===== config.mk =====
export PLATFORM = sky130hd
export DESIGN_NAME = masked_min_max_locator_core
export DESIGN_NICKNAME = d
export VERILOG_FILES = /design/src/hdl/mml_pkg.sv /design/src/hdl/masked_min_max_locator_core.sv /design/src/hdl/mml_pos_counter.sv /design/src/hdl/mml_extreme_tracker.sv
export SDC_FILE = /design/constraint.sdc
export NUM_CORES = 1
export LEC_CHECK = 0
export BUFFER_PORTS_ARGS = -buffer_cell sky130_fd_sc_hd__clkbuf_2
export CORE_MARGIN = 10
export CORE_UTILIZATION = 40
export CTS_CLUSTER_DIAMETER = 40
export DETAILED_ROUTE_END_ITERATION = 8
export GPL_ROUTABILITY_DRIVEN = 0
export PLACE_DENSITY = 0.65
export SYNTH_ARGS = -nofsm -noshare
export SYNTH_HDL_FRONTEND = slang
export SYNTH_SLANG_ARGS = --single-unit

===== constraint.sdc =====
create_clock -name clock -period 4.94 [get_ports clock]
set_input_delay 0.988 -clock clock [delete_from_list [all_inputs] [get_ports clock]]
set_output_delay 0.988 -clock clock [all_outputs]
set_load 0.01 [all_outputs]

===== src/hdl/mml_pkg.sv =====
// Shared types, constants and helpers for the masked min/max locator.
package mml_pkg;

   localparam int DEFAULT_MAX_WIDTH  = 4096;
   localparam int DEFAULT_MAX_HEIGHT = 4096;

   localparam int PIXEL_W     = 32;
   localparam int MASK_W      = 8;
   localparam int COORD_W     = 12;
   localparam int WIDTH_REG_W = 13;
   localparam int KIND_W      = 2;
   localparam int CSR_INDEX_W = 2;
   localparam int CSR_DATA_W  = WIDTH_REG_W;

   // Register indexes on the configuration port.
   localparam logic [CSR_INDEX_W-1:0] CSR_IMAGE_WIDTH = 2'd0;
   localparam logic [CSR_INDEX_W-1:0] CSR_PIXEL_KIND  = 2'd1;
   localparam logic [CSR_INDEX_W-1:0] CSR_MASK_ENABLE = 2'd2;

   // Pixel kinds.
   localparam logic [KIND_W-1:0] KIND_U8  = 2'd0;
   localparam logic [KIND_W-1:0] KIND_U16 = 2'd1;
   localparam logic [KIND_W-1:0] KIND_S32 = 2'd2;

   localparam logic [WIDTH_REG_W-1:0] IMAGE_WIDTH_RESET = 13'd1;

   typedef struct packed {
      logic [PIXEL_W-1:0] pixel_bits;
      logic [MASK_W-1:0]  mask_byte;
      logic               last_pixel;
   } req_item_type;

   typedef struct packed {
      logic signed [PIXEL_W-1:0] low_value;
      logic signed [PIXEL_W-1:0] high_value;
      logic [COORD_W-1:0]        min_col;
      logic [COORD_W-1:0]        min_row;
      logic [COORD_W-1:0]        max_col;
      logic [COORD_W-1:0]        max_row;
      logic                      found_any;
   } rsp_item_type;

   typedef struct packed {
      logic [COORD_W-1:0] row;
      logic [COORD_W-1:0] col;
   } pos_type;

   // Zero extended value bits for the configured pixel kind; s32 and other kinds pass through.
   function automatic logic [PIXEL_W-1:0] decode_pixel(input logic [PIXEL_W-1:0] raw,
                                                       input logic [KIND_W-1:0]  kind);
      logic [PIXEL_W-1:0] value;
      case (kind)
         KIND_U8:  value = {{(PIXEL_W-8){1'b0}}, raw[7:0]};
         KIND_U16: value = {{(PIXEL_W-16){1'b0}}, raw[15:0]};
         KIND_S32: value = raw;
         default:  value = raw;
      endcase
      return value;
   endfunction

endpackage


===== src/hdl/masked_min_max_locator_core.sv =====
// Top level of the masked min/max locator: input register, tracking logic, result register.
//
// Takes one pixel item per clock in raster order and reports, on the item marked last,
// the smallest and largest selected pixel value with the column and row of the first
// occurrence of each, then starts a new frame. An item is held in the input register and
// the result of a last item is written into the result register as that item moves on.
// The sustained rate is one item per cycle; the only limit is the combinational compare
// and update of the running extremes. The input side keeps taking items while a result
// waits, and stalls only when a last item meets a full result register that is not being
// read. The user must write configuration through the csr port only while the block is
// idle; the block does not enforce this. A width change mid-frame takes effect from the next pixel.
module masked_min_max_locator_core #(
   parameter int MAX_WIDTH  = mml_pkg::DEFAULT_MAX_WIDTH,
   parameter int MAX_HEIGHT = mml_pkg::DEFAULT_MAX_HEIGHT
) (
   input  logic                             clock,
   input  logic                             reset,
   input  logic                             req_valid,
   output logic                             req_ready,
   input  mml_pkg::req_item_type            req_item,
   output logic                             rsp_valid,
   input  logic                             rsp_ready,
   output mml_pkg::rsp_item_type            rsp_item,
   input  logic                             csr_wr_en,
   input  logic [mml_pkg::CSR_INDEX_W-1:0]  csr_index,
   input  logic [mml_pkg::CSR_DATA_W-1:0]   csr_wdata
);
   import mml_pkg::*;

   logic [WIDTH_REG_W-1:0] image_width_ff;
   logic [KIND_W-1:0]      pixel_kind_ff;
   logic                   mask_enable_ff;

   logic         stage_valid_ff, stage_valid_in;
   req_item_type stage_ff;
   logic         rsp_valid_ff, rsp_valid_in;
   rsp_item_type rsp_ff;

   logic             advance;
   logic             req_fire;
   logic             selected;
   logic [PIXEL_W-1:0] value;
   pos_type          pos;
   rsp_item_type     result;

   always_ff @(posedge clock) begin
      if (reset) begin
         image_width_ff <= IMAGE_WIDTH_RESET;
         pixel_kind_ff  <= KIND_U8;
         mask_enable_ff <= 1'b0;
      end else if (csr_wr_en) begin
         case (csr_index)
            CSR_IMAGE_WIDTH: image_width_ff <= csr_wdata;
            CSR_PIXEL_KIND:  pixel_kind_ff  <= csr_wdata[KIND_W-1:0];
            CSR_MASK_ENABLE: mask_enable_ff <= csr_wdata[0];
            default: ;
         endcase
      end
   end

   // A non-last item always moves on; a last item needs room in the result register.
   assign advance   = stage_valid_ff && (!stage_ff.last_pixel || !rsp_valid_ff || rsp_ready);
   assign req_ready = !stage_valid_ff || advance;
   assign req_fire  = req_valid && req_ready;

   always_comb begin
      stage_valid_in = stage_valid_ff;
      if (req_fire) begin
         stage_valid_in = 1'b1;
      end else if (advance) begin
         stage_valid_in = 1'b0;
      end

      rsp_valid_in = rsp_valid_ff;
      if (advance && stage_ff.last_pixel) begin
         rsp_valid_in = 1'b1;
      end else if (rsp_ready) begin
         rsp_valid_in = 1'b0;
      end
   end

   always_ff @(posedge clock) begin
      if (reset) begin
         stage_valid_ff <= 1'b0;
         rsp_valid_ff   <= 1'b0;
      end else begin
         stage_valid_ff <= stage_valid_in;
         rsp_valid_ff   <= rsp_valid_in;
      end
   end

   always_ff @(posedge clock) begin
      if (req_fire) begin
         stage_ff <= req_item;
      end
      if (advance && stage_ff.last_pixel) begin
         rsp_ff <= result;
      end
   end

   assign value    = decode_pixel(stage_ff.pixel_bits, pixel_kind_ff);
   assign selected = !mask_enable_ff || (stage_ff.mask_byte != '0);

   mml_pos_counter #(
      .MAX_WIDTH  (MAX_WIDTH),
      .MAX_HEIGHT (MAX_HEIGHT)
   ) u_pos_counter (
      .clock       (clock),
      .reset       (reset),
      .step        (advance),
      .last_pixel  (stage_ff.last_pixel),
      .image_width (image_width_ff),
      .pos         (pos)
   );

   mml_extreme_tracker u_extreme_tracker (
      .clock      (clock),
      .reset      (reset),
      .step       (advance),
      .selected   (selected),
      .last_pixel (stage_ff.last_pixel),
      .value      (value),
      .pos        (pos),
      .result     (result)
   );

   assign rsp_valid = rsp_valid_ff;
   assign rsp_item  = rsp_ff;

endmodule


===== src/hdl/mml_pos_counter.sv =====
// Raster column and row counters that give the position of the pixel in work.
module mml_pos_counter #(
   parameter int MAX_WIDTH  = mml_pkg::DEFAULT_MAX_WIDTH,
   parameter int MAX_HEIGHT = mml_pkg::DEFAULT_MAX_HEIGHT
) (
   input  logic                               clock,
   input  logic                               reset,
   input  logic                               step,
   input  logic                               last_pixel,
   input  logic [mml_pkg::WIDTH_REG_W-1:0]    image_width,
   output mml_pkg::pos_type                   pos
);
   import mml_pkg::*;

   localparam int COL_W = $clog2(MAX_WIDTH);
   localparam int CNT_W = (COL_W > COORD_W) ? COL_W : COORD_W;
   localparam int CMP_W = CNT_W + 1;
   localparam logic [CMP_W-1:0] WIDTH_LIMIT = CMP_W'(MAX_WIDTH);
   localparam int ROW_LIMIT_INT = (MAX_HEIGHT - 1 > (1 << COORD_W) - 1) ?
                                  (1 << COORD_W) - 1 : MAX_HEIGHT - 1;
   localparam logic [COORD_W-1:0] ROW_LIMIT = COORD_W'(ROW_LIMIT_INT);

   logic [CNT_W-1:0]   col_ff, col_in;
   logic [COORD_W-1:0] row_ff, row_in;
   logic [CMP_W-1:0]   width_ext;
   logic [CMP_W-1:0]   eff_width;
   logic [CMP_W-1:0]   col_next;
   logic               wrap;

   always_comb begin
      width_ext = CMP_W'(image_width);
      if (width_ext == '0) begin
         eff_width = CMP_W'(1);
      end else if (width_ext > WIDTH_LIMIT) begin
         eff_width = WIDTH_LIMIT;
      end else begin
         eff_width = width_ext;
      end
      col_next = {1'b0, col_ff} + CMP_W'(1);
      // A narrower width written mid-frame wraps at once.
      wrap = (col_next >= eff_width);

      col_in = col_ff;
      row_in = row_ff;
      if (step) begin
         if (last_pixel) begin
            col_in = '0;
            row_in = '0;
         end else if (wrap) begin
            col_in = '0;
            if (row_ff < ROW_LIMIT) begin
               row_in = row_ff + COORD_W'(1);
            end
         end else begin
            col_in = col_next[CNT_W-1:0];
         end
      end
   end

   always_ff @(posedge clock) begin
      if (reset) begin
         col_ff <= '0;
         row_ff <= '0;
      end else begin
         col_ff <= col_in;
         row_ff <= row_in;
      end
   end

   assign pos.col = col_ff[COORD_W-1:0];
   assign pos.row = row_ff;

endmodule


===== src/hdl/mml_extreme_tracker.sv =====
// Running minimum and maximum of the selected pixels with their positions.
module mml_extreme_tracker (
   input  logic                           clock,
   input  logic                           reset,
   input  logic                           step,
   input  logic                           selected,
   input  logic                           last_pixel,
   input  logic [mml_pkg::PIXEL_W-1:0]    value,
   input  mml_pkg::pos_type               pos,
   output mml_pkg::rsp_item_type          result
);
   import mml_pkg::*;

   logic [PIXEL_W-1:0] low_ff, low_in;
   logic [PIXEL_W-1:0] high_ff, high_in;
   pos_type            low_pos_ff, low_pos_in;
   pos_type            high_pos_ff, high_pos_in;
   logic               seen_ff, seen_in;

   logic [PIXEL_W-1:0] low_new, high_new;
   pos_type            low_pos_new, high_pos_new;
   logic               seen_new;

   always_comb begin
      low_new      = low_ff;
      high_new     = high_ff;
      low_pos_new  = low_pos_ff;
      high_pos_new = high_pos_ff;
      seen_new     = seen_ff;
      if (selected) begin
         seen_new = 1'b1;
         // The first selected pixel of a frame seeds both extremes; after that
         // only a strictly better value replaces one, so ties keep the first.
         if (!seen_ff || ($signed(value) < $signed(low_ff))) begin
            low_new     = value;
            low_pos_new = pos;
         end
         if (!seen_ff || ($signed(value) > $signed(high_ff))) begin
            high_new     = value;
            high_pos_new = pos;
         end
      end

      if (seen_new) begin
         result.low_value  = $signed(low_new);
         result.high_value = $signed(high_new);
         result.min_col    = low_pos_new.col;
         result.min_row    = low_pos_new.row;
         result.max_col    = high_pos_new.col;
         result.max_row    = high_pos_new.row;
         result.found_any  = 1'b1;
      end else begin
         result = '0;
      end

      low_in      = low_ff;
      high_in     = high_ff;
      low_pos_in  = low_pos_ff;
      high_pos_in = high_pos_ff;
      seen_in     = seen_ff;
      if (step) begin
         if (last_pixel) begin
            low_in      = '0;
            high_in     = '0;
            low_pos_in  = '0;
            high_pos_in = '0;
            seen_in     = 1'b0;
         end else begin
            low_in      = low_new;
            high_in     = high_new;
            low_pos_in  = low_pos_new;
            high_pos_in = high_pos_new;
            seen_in     = seen_new;
         end
      end
   end

   always_ff @(posedge clock) begin
      if (reset) begin
         low_ff      <= '0;
         high_ff     <= '0;
         low_pos_ff  <= '0;
         high_pos_ff <= '0;
         seen_ff     <= 1'b0;
      end else begin
         low_ff      <= low_in;
         high_ff     <= high_in;
         low_pos_ff  <= low_pos_in;
         high_pos_ff <= high_pos_in;
         seen_ff     <= seen_in;
      end
   end

endmodule


======== Word-level counts from Yosys, hierarchy flattened ========
Cells that the tools add are included.
storage, ports and cells
  bits in latches ......................... 0
  logic and storage cells ................. 87
  memory bits (read-only) ................. 0
  output and inout port bits .............. 115
  memories ................................ 0
  register bits after elaboration ......... 309
  RAM bits ................................ 0
  input port bits ......................... 61
operators by class
  reduce and logical (&&, ||, !) cells .... 26
  muxes and demuxes ....................... 27
  eq/ne operators ......................... 3
  shifts and indexed selects .............. 0
  bitwise gates (word level) .............. 0
  divide/modulo/power cells ............... 0
  magnitude comparators ................... 5
  add/subtract/negate cells ............... 2
  multipliers ............................. 0
operators by type and width
  kind                   count
  $mux 32                6
  $mux 24                6
  $pmux 32 s2            1
  $mux 12                5
  $gt 32x32->1           1
  $lt 32x32->1           1
  $mux 13                2
  $add 12x1->13 const B  1
  $ge 13x13->1           1
  $gt 13x13->1 const B   1
  $logic_not 13->1       1
  $add 12x1->12 const B  1
  $lt 12x12->1 const B   1
  $reduce_bool 2->1      4
  $reduce_bool 8->1      1
  $mux 1                 7
  $logic_or 1x1->1       6
  $reduce_and 2->1       3
  $logic_not 1->1        5
  $eq 2x1->1 const B     2
  $logic_not 2->1        2
  $logic_and 1x1->1      3
  $reduce_and 3->1       1
  $eq 2x2->1 const B     1

======== Logic depth before layout (Yosys ltp) ========
  depth in word-level cells ............... 7
  mapped depth ............................ 17
  depth with buffers taken out ............ 14

======== Modules after synthesis ========
Synthesis repeated with hierarchy kept, for this count alone.
second synthesis, totals
  cells, all modules ...................... 1603
  area, all modules ....................... 15921.5 µm²
modules (own cells, without submodules)
  module                       area each (µm²)  sequential area each (µm²)  cells an instance  instances
  mml_extreme_tracker          8526.9           2262.2                      1119               1
  masked_min_max_locator_core  5624.1           4984.8                      265                1
  mml_pos_counter              1770.4           480.5                       219                1

======== Worst setup path before layout ========
No wires, ideal clock.
  kind .................................... input-to-reg
  start point ............................. input rsp_ready
  end point ............................... register u_pos_counter.row_ff[7]
  path slack .............................. 147 ps
  required time ........................... 4820 ps
  library setup time ...................... 120 ps
  stages on the path ...................... 7
  path buffers ............................ 1
  arrival ................................. 4673 ps
  cell sequence ........................... nor2b_1 > nand2_1 > and3_1 > or2_2 > clkbuf_1 > or4_1 > nand2_1
on the way
  cells in the longest elaborated chain, start to end .. 3
RTL lines
  what                               line                               text
  start: declaration                 masked_min_max_locator_core.sv:22  input logic rsp_ready,
  $logic_or 1x1->1                   masked_min_max_locator_core.sv:62  assign advance = stage_valid_ff && (!stage_ff.last_pixel || !rsp_valid_ff || rsp_ready);
  $logic_and 1x1->1                  masked_min_max_locator_core.sv:62
  $reduce_and 3->1 (no source line)  n/a
  end signal: assignment             mml_pos_counter.sv:66              row_ff <= row_in;
  end: declaration                   mml_pos_counter.sv:24              logic [COORD_W-1:0] row_ff, row_in;
Every way passes these cells.
A chain may end at the register's enable or synchronous reset.

======== Worst setup path in the final report ========
  start point ............................. register pixel_kind_ff[1]
  end point ............................... register u_extreme_tracker.high_ff[12]
on the way
  cells in the longest elaborated chain, start to end .. 7
  elaborated cells between the ends (all ways) .. 8
  classes of those cells .................. order compare (1); eq/ne (1); mux (4); reduce/logical (2)
RTL lines
  what                                                  line                               text
  start: declaration                                    masked_min_max_locator_core.sv:31  logic [KIND_W-1:0] pixel_kind_ff;
  start signal: assignment                              masked_min_max_locator_core.sv:54  CSR_PIXEL_KIND: pixel_kind_ff <= csr_wdata[KIND_W-1:0];
  $eq 2x1->1 / $logic_not 2->1 (equally long branches)  mml_pkg.sv:52                      case (kind)
  $pmux 32 s2 (*)                                       mml_pkg.sv:52
  $gt 32x32->1                                          mml_extreme_tracker.sv:38          if (!seen_ff || ($signed(value) > $signed(high_ff))) begin
  $logic_or 1x1->1                                      mml_extreme_tracker.sv:38
  $mux 32 (*)                                           mml_extreme_tracker.sv:38
  $mux 32 (*)                                           mml_extreme_tracker.sv:30          if (selected) begin
  $mux 32 (*)                                           mml_extreme_tracker.sv:62          if (last_pixel) begin
  end signal: assignment                                mml_extreme_tracker.sv:87          high_ff <= high_in;
  end: declaration                                      mml_extreme_tracker.sv:15          logic [PIXEL_W-1:0] high_ff, high_in;
Mark *: on every way between the ends. The rest lies on a longest branch, timed or not.

==> flow_results.org <==
** Floorplanning
- Vertical extent of the die :: ~210 um
- Area of the die :: 43500 um2
- Die outline width :: 209 um
- Row Count :: 68
- Once the floorplan was initialized, standard cells occupied 40.8% of the core.
- # IOs :: ~180
- Core Region :: approximately 35000 um2

** Critical path
- Worst Path Required :: 5.42 ns
- Startpoint Class :: flip-flop
- For flop-to-flop paths, the worst setup slack is 0.76 ns.
- Along the worst path, the maximum fanout reaches 37.
- The critical path is of the flip-flop to flip-flop type.
- Data on the critical path arrives at its endpoint at 4.66 ns.
- Critical Path End Type :: flip-flop

** STA
- Count of final hold-check violations :: 0
- Max_slew headroom :: 13.8%
- In the finished design, the share of the clock period the worst path needs comes to 84.5%.
- Setup violation total in the final timing report :: 0
- Final slew viol count :: 0
- The clock arrives with 0.0244 ns of skew.
- Min cycle time layout :: 4.18 ns
- For the final routed database, the setup TNS stands at 0 ns.
- For the pin with the worst max-slew slack, the measured transition is approximately 1.3 ns.
- RSZ-0062 raised after global routing :: no
- Max Clock Freq :: 0.239 GHz
- Hold Slack :: 0.468 ns

** Global route
- The number of antenna violations at the first check in global routing came to 2.
- Overflow after GRT :: 0
- The first global-routing pass estimated 61900 um of wire.
- Entering global routing, the biggest net connects 113 pins.
- Global routing used 17.5% of the available tracks across all layers.
- Number of global-route vias before repair :: 11000

** Routing
- Number of DRC markers in iteration 0 :: 908
- After detailed routing, the number of vias per cell comes to roughly 5.5.
- Final WL :: a little under 40000 um
- Antenna Nets Post-Route :: 0
- After detailed routing, the average wire length per cell comes to 19.0 um.
- Routed vias :: 11300
- Residual DRC count :: 0
- Detailed Routing Iterations Pass 1 :: 5

** Final layout
- At the end of the flow, the number of nets in the layout was about 1700.
- In the final layout, flip-flops and latches occupy between 7000 and 8000 um2.
- In the final layout, the multi-input gates occupy 5630 um2.
- Number of fill cells in the layout :: 3130
- The library cell used most frequently in the layout, excluding fill and tap cells, is clkbuf_2.
- Leaving out fill and tap cells, the most frequent cells in the layout are clkbuf_2 (175), o21ai_0 (162), dfxtp_1 (154), edfxtp_1 (154), inv_1 (119).
- Layout overhead on the synthesized area :: 19.8%
- Share of final-layout standard cells stronger than drive strength 1 :: 17.9%
- Diodes inserted :: 0

** Power and ir drop
- Overall power of the completed layout :: 0.00664 W
- Maximum ir drop on the vdd rail :: approximately 0.26 mV
- Switching fraction of total power :: about a quarter
- Cell internal power was estimated by the tool at 0.00499 W.
- Power per unit of standard cell area :: around 400 nW/um2
- Part of the power in registers :: 42.4%
- Clock network fraction of design power :: 49.4%
- Combinational cell fraction of total power :: 8.2%
- Summed over all nets, the switching power comes to approximately 0.0017 W.
- For this design the static power due to leakage is approximately 6.7 nW.

** Yosys
- The synthesized design spends more area on one cell type than any other, namely edfxtp_1.
- Of all flip-flops after synthesis, the portion carrying an async set or reset was 0%.
- Synth Net Count :: 1551
- Synth Warn # :: 0
- Number of register bits inferred by synthesis :: 309
- Counting every instance in the synthesized netlist gives approximately 1400.
- Syn avg cell area :: approximately 10 um2
- Leading post-synthesis cells by cell area :: edfxtp_1 (33%), dfxtp_1 (22%), a22o_1 (6.7%)
- Yosys mapped a number of flops with a built-in enable equal to roughly 150.
- For this run, the leading register cell type out of synthesis is dfxtp_1.
- Synthesized area :: 14200 um2
- Portion of the post-synthesis area used by sequential elements :: 54.4%
- After synthesis, the largest area contributor takes up 32.5% of total cell area.
- In this run, distinct cell masters in the synthesized netlist total 58.

** Clock network
- Clock transition at path regs :: 0.06 ns
- The tree is rooted in a clkbuf_16.
- Worst-case clock buffer depth :: 3
- The clock drives between 300 and 400 sinks.
- The H-tree was split into 2 levels.
- The number of clock buffers added by TritonCTS is 46.
- In this run, post-CTS hold repair placed 0 buffers.
- Number of gates resized after CTS :: 0
- At the later pin of the worst-skew pair, clock insertion delay measures 0.56 ns.
- Clock tree from TritonCTS :: yes
- Buffers added to address setup during post-CTS repair amount to 0.

** Place
- In this run the tool buffered the top-level ports with between 150 and 200 buffer cells.
- Detailed placement finished with a half-perimeter wire length of ~27000 um.

** Job
- MaxCap Viol Count :: 0

** Worst hold path
- The worst hold path belongs to the class flip-flop to flip-flop.

** Status
- The run finished with clean final reports.
## synth_stat cells, types with 6 or more instances
library cell  instances
nor3_1               15
a22o_1              108
a211oi_1              8
a31oi_1               9
clkbuf_1             47
dfxtp_1             155
nor2_1               93
nand2b_1              9
nor2b_1               9
o21ai_1              15
o21ai_0             162
nand4_1              16
inv_1               120
or3_1                 7
buf_6                12
buf_2                15
edfxtp_1            154
xnor2_1              13
buf_1                19
ha_1                 72
a21oi_1             108
a21o_1                6
nand2_1              95
nor4_1                8
nand3_1              74
## registers in the layout, indices dropped and copies added (netlist names)
register / cells
u_extreme_tracker.high_pos_ff: 24
mask_enable_ff: 1
rsp_valid: 1
stage_ff: 41
u_extreme_tracker.low_pos_ff: 24
u_extreme_tracker.high_ff: 32
u_extreme_tracker.seen_ff: 1
u_extreme_tracker.low_ff: 32
u_pos_counter.col_ff: 12
stage_valid_ff: 1
u_pos_counter.row_ff: 12
rsp_item: 113
pixel_kind_ff: 2
image_width_ff: 13
## path summary, 6_finish.rpt
kind,from,end,cells past startpoint
setup / recovery,pixel_kind_ff[1],u_extreme_tracker.high_ff[12],13
hold / removal,image_width_ff[0],image_width_ff[0],2
setup reg to reg,pixel_kind_ff[1],u_extreme_tracker.high_ff[12],13
hold reg to reg,image_width_ff[0],image_width_ff[0],2
## per-layer routing
layer	part of all wire [%]	track usage (%)	routed length, um	up-vias
met4	1.7	4.81	659	4
met1	45	23.3	17800	5401
met3	6.9	4.03	2690	50
met2	46	27.7	18000	383
met5	0.087	0	34	-
li1	-	-	-	5439
## area by class of cell
class	count	share of cell area (%)
Clock inverter	26	1.48
Timing Repair Buffer	196	6.29
Clock buffer	59	7.78
Tap cell	455	3.34
Sequential cell	309	45.4
Multi-Input combinational cell	895	33.1
Inverter	120	2.65
## power by group through the flow
stage | clock network, W | registers, W | logic (W)
after floorplan | 0 | 0.00287 | 0.000344
after CTS | 0.00334 | 0.00282 | 0.000547
final | 0.00328 | 0.00282 | 0.000542
after global routing | 0.00346 | 0.00282 | 0.000602
after global placement | 0 | 0.00287 | 0.000533
after detailed placement | 0 | 0.00287 | 0.000543
## through the flow
stage	cells	instance area (um2)	utilization, %	setup WS, ns
6_report	2060	17000	48.9	0.764
5_1_grt	2060	17000	48.9	0.490
4_1_cts	2060	17000	48.9	0.732
3_5_place_dp	1975	15400	44.4	0.775
3_3_place_gp	1975	15400	44.4	0.872
2_1_floorplan	1418	14200	-	0.147
## cell families (layout without fill, tap and decap cells)
kind of cell	Yosys count	count (layout)	share of synthesized area [%]
AOI/OAI and AO/OA	446	446	19.6
xor gates and xnor gates	17	17	1.05
adders and majority gates	74	74	6.49
buffers and inverters	214	401	6.44
DFF	309	309	54.4
muxes	5	5	0.352
and+or+nand+nor	353	353	11.7
## worst max-delay path, cell delays in order (launching register included)
cell,delay (ns)
dfxtp_1,0.32
buf_4,0.33
nand2_1,0.15
inv_1,0.19
ha_1,0.18
nand4_1,0.15
or3_1,0.40
a31oi_1,0.39
o311a_1,0.29
nor3_2,0.08
a21oi_4,0.62
nor3b_2,0.31
buf_4,0.43
a22o_1,0.22
Power figures use the tool's default switching activity.
